===== src/sv/gcns_pkg.sv =====
// ----------------------------------------------------------------------------
// gcns_pkg
// Types, sizes and codes shared by the grid cell neighbor search block.
// ----------------------------------------------------------------------------
package gcns_pkg;

   localparam int MAX_PARTICLES = 1024;
   localparam int MAX_NEIGHBORS = 64;
   localparam int IDX_W         = $clog2(MAX_PARTICLES);
   localparam int CNT_W         = $clog2(MAX_PARTICLES + 1);
   localparam int NB_W          = (MAX_NEIGHBORS > 1) ? $clog2(MAX_NEIGHBORS) : 1;
   localparam int NBC_W         = $clog2(MAX_NEIGHBORS + 1);
   localparam int POS_W         = 32;
   localparam int CELL_W        = POS_W + 1;

   localparam logic [1:0] KIND_LOAD  = 2'd0;
   localparam logic [1:0] KIND_CLEAR = 2'd1;
   localparam logic [1:0] KIND_QUERY = 2'd2;

   localparam logic [1:0] STATUS_OK         = 2'd0;
   localparam logic [1:0] STATUS_FULL       = 2'd1;
   localparam logic [1:0] STATUS_NOT_LOADED = 2'd2;

   localparam logic [31:0] CELL_SIZE_RESET = 32'd65536;

   typedef struct packed {
      logic [1:0]              kind;
      logic signed [POS_W-1:0] pos_x;
      logic signed [POS_W-1:0] pos_y;
      logic signed [POS_W-1:0] pos_z;
      logic                    is_boundary;
      logic [IDX_W-1:0]        query_index;
   } req_type;

   typedef struct packed {
      logic [IDX_W-1:0] neighbor_index;
      logic             none_found;
      logic             is_last;
      logic             overflow;
      logic [1:0]       status;
   } rsp_type;

   typedef enum logic [2:0] {
      EMIT_NONE,
      EMIT_LOAD,
      EMIT_FULL,
      EMIT_CLEAR,
      EMIT_NOT_LOADED,
      EMIT_EMPTY,
      EMIT_LIST
   } emit_type;

   typedef struct packed {
      logic       latch;
      emit_type   emit;
      logic       div_start;
      logic [1:0] div_sel;
      logic       mem_write;
      logic       count_clear;
      logic       rd_en;
      logic       rd_query;
      logic       cap_query;
      logic       scan_init;
      logic       off_next;
      logic       eval;
      logic       mul_en;
      logic [1:0] mul_sel;
      logic       acc_load;
      logic       acc_add;
      logic       judge;
      logic       play_init;
      logic       play_rd;
      logic       play_next;
   } cmd_type;

   typedef struct packed {
      logic [1:0] kind;
      logic       full;
      logic       q_bad;
      logic       q_boundary;
      logic       div_done;
      logic       cand_hit;
      logic       j_end;
      logic       off_end;
      logic       list_empty;
      logic       play_last;
   } stat_type;

endpackage


===== src/sv/gcns_ctrl.sv =====
// ----------------------------------------------------------------------------
// gcns_ctrl
// Sequencer for load, clear and query items.
// ----------------------------------------------------------------------------
module gcns_ctrl (
   input  logic               clock,
   input  logic               reset,
   input  logic               start,
   output logic               busy,
   input  gcns_pkg::stat_type stat,
   output gcns_pkg::cmd_type  cmd
);
   import gcns_pkg::*;

   typedef enum logic [3:0] {
      S_IDLE, S_DISPATCH, S_DIVGO, S_DIV, S_WRITE, S_QRD, S_QCAP,
      S_SREAD, S_SEVAL, S_SMX, S_SMY, S_SMZ, S_SJUDGE, S_PLAY, S_PRD, S_PEMIT
   } state_type;

   state_type  state_ff, state_in;
   logic [1:0] axis_ff, axis_in;
   logic       busy_ff;

   always_comb begin
      state_in    = state_ff;
      axis_in     = axis_ff;
      cmd         = '0;
      cmd.emit    = EMIT_NONE;
      cmd.div_sel = axis_ff;
      unique case (state_ff)
         S_IDLE: begin
            if (start) begin
               cmd.latch = 1'b1;
               state_in  = S_DISPATCH;
            end
         end
         S_DISPATCH: begin
            state_in = S_IDLE;
            unique case (stat.kind)
               KIND_LOAD: begin
                  if (stat.full) begin
                     cmd.emit = EMIT_FULL;
                  end else begin
                     axis_in  = 2'd0;
                     state_in = S_DIVGO;
                  end
               end
               KIND_CLEAR: begin
                  cmd.count_clear = 1'b1;
                  cmd.emit        = EMIT_CLEAR;
               end
               KIND_QUERY: begin
                  if (stat.q_bad) begin
                     cmd.emit = EMIT_NOT_LOADED;
                  end else begin
                     state_in = S_QRD;
                  end
               end
               default: ;
            endcase
         end
         S_DIVGO: begin
            cmd.div_start = 1'b1;
            state_in      = S_DIV;
         end
         S_DIV: begin
            if (stat.div_done) begin
               axis_in  = axis_ff + 2'd1;
               state_in = (axis_ff == 2'd2) ? S_WRITE : S_DIVGO;
            end
         end
         S_WRITE: begin
            cmd.mem_write = 1'b1;
            cmd.emit      = EMIT_LOAD;
            state_in      = S_IDLE;
         end
         S_QRD: begin
            cmd.rd_en    = 1'b1;
            cmd.rd_query = 1'b1;
            state_in     = S_QCAP;
         end
         S_QCAP: begin
            if (stat.q_boundary) begin
               cmd.emit = EMIT_EMPTY;
               state_in = S_IDLE;
            end else begin
               cmd.cap_query = 1'b1;
               cmd.scan_init = 1'b1;
               state_in      = S_SREAD;
            end
         end
         S_SREAD: begin
            if (stat.j_end) begin
               if (stat.off_end) begin
                  state_in = S_PLAY;
               end else begin
                  cmd.off_next = 1'b1;
               end
            end else begin
               cmd.rd_en = 1'b1;
               state_in  = S_SEVAL;
            end
         end
         S_SEVAL: begin
            cmd.eval = 1'b1;
            state_in = stat.cand_hit ? S_SMX : S_SREAD;
         end
         S_SMX: begin
            cmd.mul_en  = 1'b1;
            cmd.mul_sel = 2'd0;
            state_in    = S_SMY;
         end
         S_SMY: begin
            cmd.mul_en   = 1'b1;
            cmd.mul_sel  = 2'd1;
            cmd.acc_load = 1'b1;
            state_in     = S_SMZ;
         end
         S_SMZ: begin
            cmd.mul_en  = 1'b1;
            cmd.mul_sel = 2'd2;
            cmd.acc_add = 1'b1;
            state_in    = S_SJUDGE;
         end
         S_SJUDGE: begin
            cmd.judge = 1'b1;
            state_in  = S_SREAD;
         end
         S_PLAY: begin
            if (stat.list_empty) begin
               cmd.emit = EMIT_EMPTY;
               state_in = S_IDLE;
            end else begin
               cmd.play_init = 1'b1;
               state_in      = S_PRD;
            end
         end
         S_PRD: begin
            cmd.play_rd = 1'b1;
            state_in    = S_PEMIT;
         end
         S_PEMIT: begin
            cmd.emit      = EMIT_LIST;
            cmd.play_next = 1'b1;
            state_in      = stat.play_last ? S_IDLE : S_PRD;
         end
         default: state_in = S_IDLE;
      endcase
   end

   always_ff @(posedge clock) begin
      if (reset) begin
         state_ff <= S_IDLE;
         axis_ff  <= 2'd0;
         busy_ff  <= 1'b0;
      end else begin
         state_ff <= state_in;
         axis_ff  <= axis_in;
         busy_ff  <= state_in != S_IDLE;
      end
   end

   assign busy = busy_ff;

endmodule


===== config.mk =====
export PLATFORM = sky130hd
export DESIGN_NAME = gcns_ctrl
export DESIGN_NICKNAME = d
export VERILOG_FILES = /design/src/sv/gcns_pkg.sv /design/src/sv/gcns_ctrl.sv
export SDC_FILE = /design/constraint.sdc
export NUM_CORES = 1
export LEC_CHECK = 0
export ABC_CLOCK_PERIOD_IN_PS = 1870
export BUFFER_PORTS_ARGS = -buffer_cell sky130_fd_sc_hd__buf_2
export CAP_MARGIN = 30
export CORE_MARGIN = 2
export CORE_UTILIZATION = 44
export CTS_BUF_LIST = sky130_fd_sc_hd__clkbuf_16
export CTS_CLUSTER_DIAMETER = 120
export DETAILED_ROUTE_END_ITERATION = 10
export PLACE_DENSITY = 0.76
export SLEW_MARGIN = 20
export SYNTH_ARGS = -nofsm -noshare
export SYNTH_HDL_FRONTEND = slang
export SYNTH_SLANG_ARGS = --single-unit
export TNS_END_PERCENT = 50

===== constraint.sdc =====
create_clock -name clock -period 1.87 [get_ports clock]
set_clock_uncertainty 0.1 [all_clocks]
set_input_delay 0.187 -clock clock [delete_from_list [all_inputs] [get_ports clock]]
set_output_delay 0.187 -clock clock [all_outputs]
set_load 0.05 [all_outputs]

==> qor_table.md <==
| Quantity | Reported |
|:---|:---|
| Compound-cell area share of the yosys netlist | 0.195 |
| Top FF cell, synth | sky130_fd_sc_hd__dfxtp_1 |
| Antenna diode count | 0 |
| Root Buffer | sky130_fd_sc_hd__clkbuf_16 |
| Number of enable flip-flop cells after synthesis | 0 |
| Endpoint of the worst hold-timing path | state_ff[0]$_SDFF_PP0_ |
| Hold path start | reset |
| Number of global-route vias before repair | 786 |
| Cells on worst reg2reg path | 6 |
| Fraction of layout instances using a drive strength above 1 | 0.503 |
| Vias after detailed routing | 938 |
| Layout Utilization | 0.685 |
| Worst-case clock buffer depth | 2 |
| Worst-case headroom to the max-slew limit | 0.743 |
| DR iter-0 viols | 27 |
| Adder-cell share of the synthesized area | 0.0163 |
| Die width | 45.8 um |
| Multiplexer share of the synthesized area | 0.0130 |
| Number of failing hold endpoints at the final stage | 0 |
| TritonCTS clock tree | done |
| Flip-flop and latch count after synthesis | 7 |
| Total power | 0.671 mW |
| Clk pin slew, worst setup/hold paths | 0.03 ns |
| Pin count of the biggest net entering global routing | 13 |
| Reg2Reg Capture Point | busy$_SDFF_PP0_ |
| Top-Level Pins | 39 |
| Post-Synthesis Cell Area | 768 um2 |
| Endpoint type of the worst setup path | primary output |
| Delay of the slowest cell on the worst path | 0.38 ns |
| Cell depth of the worst hold path | 2 |
| Syn Nets | 119 |
| Post-DRT Antenna Nets | 0 |
| Run status | completed |
| Fin crit share | 0.986 |
| Via count normalized by instance count | 5.65 |
| Arrival time at the worst endpoint | 1.56 ns |
| # Max-Cap Violations | 0 |
| Cell area after placement | 1020 um2 |
| Standard-cell row count | 15 |
| First-pass GRT wire length | 3460 um |
| Number of iterations in the first detailed-routing pass | 4 |
| Synthesized instance count | 104 |
| Number of buffers added to fix hold violations after cts | 0 |
| Leakage | 0.559 nW |
| Max H-tree Level | 1 |
| Total track usage | 0.234 |
| Slack of the worst reg-to-reg path | 0.11 ns |
| Max Fclk | 542 MHz |
| Residual overflow from global routing | 0 |
| Number of clock sinks seen by CTS | 7 |
| Cell area after layout | 1160 um2 |
| Hpwl dp | 1840 um |
| Net count, final | 165 |
| Global-route layer with the greatest usage | met2 |
| Met2 layer usage reported by global route | 0.397 |
| VDD IR-drop max | 0.000669 V |
| Leading cell types in the layout, fill and taps excluded | 34 x sky130_fd_sc_hd__buf_2, 18 x sky130_fd_sc_hd__nor2_1, 14 x sky130_fd_sc_hd__buf_4 |
| Yosys warns | 0 |
| Clock latency reported for the late side of the worst-skew pair | 0.23 ns |
| Aggregate negative setup slack | 0 ns |
| Worst Setup Start Kind | flop |
| Post-DR wirelength/cell | 14.2 um |
| Fraction of registers with async set or reset after synthesis | 0 |
| Floorplan core area | 1690 um2 |
| Port Buffers | 38 |
| Worst EP required | 1.58 ns |
| Slowest cell on crit path | sky130_fd_sc_hd__dfxtp_4 |
| CP cell instances | buf_4 > nand2b_4 > nor3_4 > nor3b_4 > a211o_1 > buf_6 |
| Finish-stage setup viols | 0 |
| Maximum fanout count along the critical path | 6 |
| Final count of pins violating max slew | 0 |
| Area Overhead vs Synth | 50.7% |
| Worst hold path type | in -> reg |
| Drt drc | 0 |
| Die footprint | 2100 um2 |
| Critical setup path kind | reg -> out |
| Count of unique library cells instantiated by Yosys | 40 |
| Final weighted congestion in routability-driven placement | 0.929 |
| Basic-gate share of the synthesized area counting and, or, nand and nor cells | 0.469 |
| Routing usage on met3 | 0.0476 |
| Initial standard-cell utilization of the core | 0.455 |
| FF-to-FF Start | state_ff[3]$_SDFF_PP0_ |
| Proportion of synthesized chip area in sequential cells | 0.182 |
| Number of antenna violations at the first check in global routing | 0 |
| Total wire length | 2360 um |
| Worst-Margin Slew | 0.383 ns |
| Power density over the cells | 580 nW/um2 |
| Main combinational cell family by area after synthesis | simple AND/OR/NAND/NOR gates |
| Post-Syn Area per Cell | 7.39 um2 |
| Number of buffers created by CTS | 3 |
| Met1 demand-to-capacity share in global routing | 0.291 |
| Chip height | 45.8 um |
| Commonest non-fill, non-tap cell in the layout | sky130_fd_sc_hd__buf_2 |
| Post-synthesis share of cell area spent on xor and xnor gates | 0 |
| Time the final worst path needs with I/O delays and setup | 1.84 ns |
==> registers in the layout (all words and copies together) (netlist names) <==
signal,flops
axis_ff,2
busy,1
state_ff,4
==> layer usage <==
metal / up-vias / share of wire
met3: 4 / 0.070
met2: 43 / 0.51
li1: 463 / -
met1: 428 / 0.40
met5: - / 0
met4: 0 / 0.012
==> what timing repair did <==
item	CTS	global route
pin swaps	0	2
gates resized for setup	6	9
setup buffers	0	1
setup endpoints to repair	4	6
==> cells by family after synthesis <==
logic type                 Yosys count
buffers and inverters               13
and+or+nand+nor                     61
muxes                                1
AOI/OAI and AO/OA                   21
adders and majority gates            1
DFF                                  7
==> worst max-delay path: cells and delay by family, from the launching register on <==
kind                   cells  cell delay (ns)
AOI/OAI and AO/OA          1             0.14
and+or+nand+nor            3             0.50
DFF                        1             0.38
buffers and inverters      2             0.31
==> cells in the mapped netlist, drive strengths merged, types with 3 or more instances <==
cell type,count,share of area
nor2,20,0.10
buf,9,0.10
nand2,6,0.033
nand2b,6,0.085
a21oi,6,0.039
nor3,13,0.11
o21ai,3,0.020
inv,3,0.015
nor2b,5,0.044
dfxtp,7,0.18
nor3b,3,0.029
==> area by class of cell <==
cell class | count | area, um2
Inverter | 3 | 11.3
Tap cell | 17 | 21.3
Multi-Input combinational cell | 84 | 594
Clock buffer | 3 | 75.1
Sequential cell | 7 | 146
Fill cell | 147 | 532
Timing Repair Buffer | 51 | 305
Clock inverter | 1 | 3.75
==> power by group <==
group          total, mW  internal [mW]  leakage (nW)  switching [mW]
registers          0.162          0.156        0.0585         0.00677
clock network      0.361          0.278        0.0423          0.0825
logic              0.148         0.0590         0.458          0.0890
total              0.671          0.493         0.559           0.178
==> worst max-delay path by stage <==
stage,from,to,depth (start not counted)
floorplan,state_ff[3]$_SDFF_PP0_,cmd[2],4
global placement,state_ff[0]$_SDFF_PP0_,cmd[20],6
detailed placement,state_ff[0]$_SDFF_PP0_,busy$_SDFF_PP0_,6
CTS,state_ff[0]$_SDFF_PP0_,cmd[20],6
global route,state_ff[0]$_SDFF_PP0_,cmd[20],6
finish,state_ff[0]$_SDFF_PP0_,cmd[20],6
==> stage by stage <==
step                      hold WS (ns)  cells  setup WS, ns
after floorplan                  0.159    104        -0.210
after global placement           0.340    161        0.0151
after detailed placement         0.343    161       -0.0226
after CTS                       0.0947    165       0.00515
after global routing             0.105    166       -0.0228
final                            0.102    166        0.0261
Power figures use the tool's default switching activity.
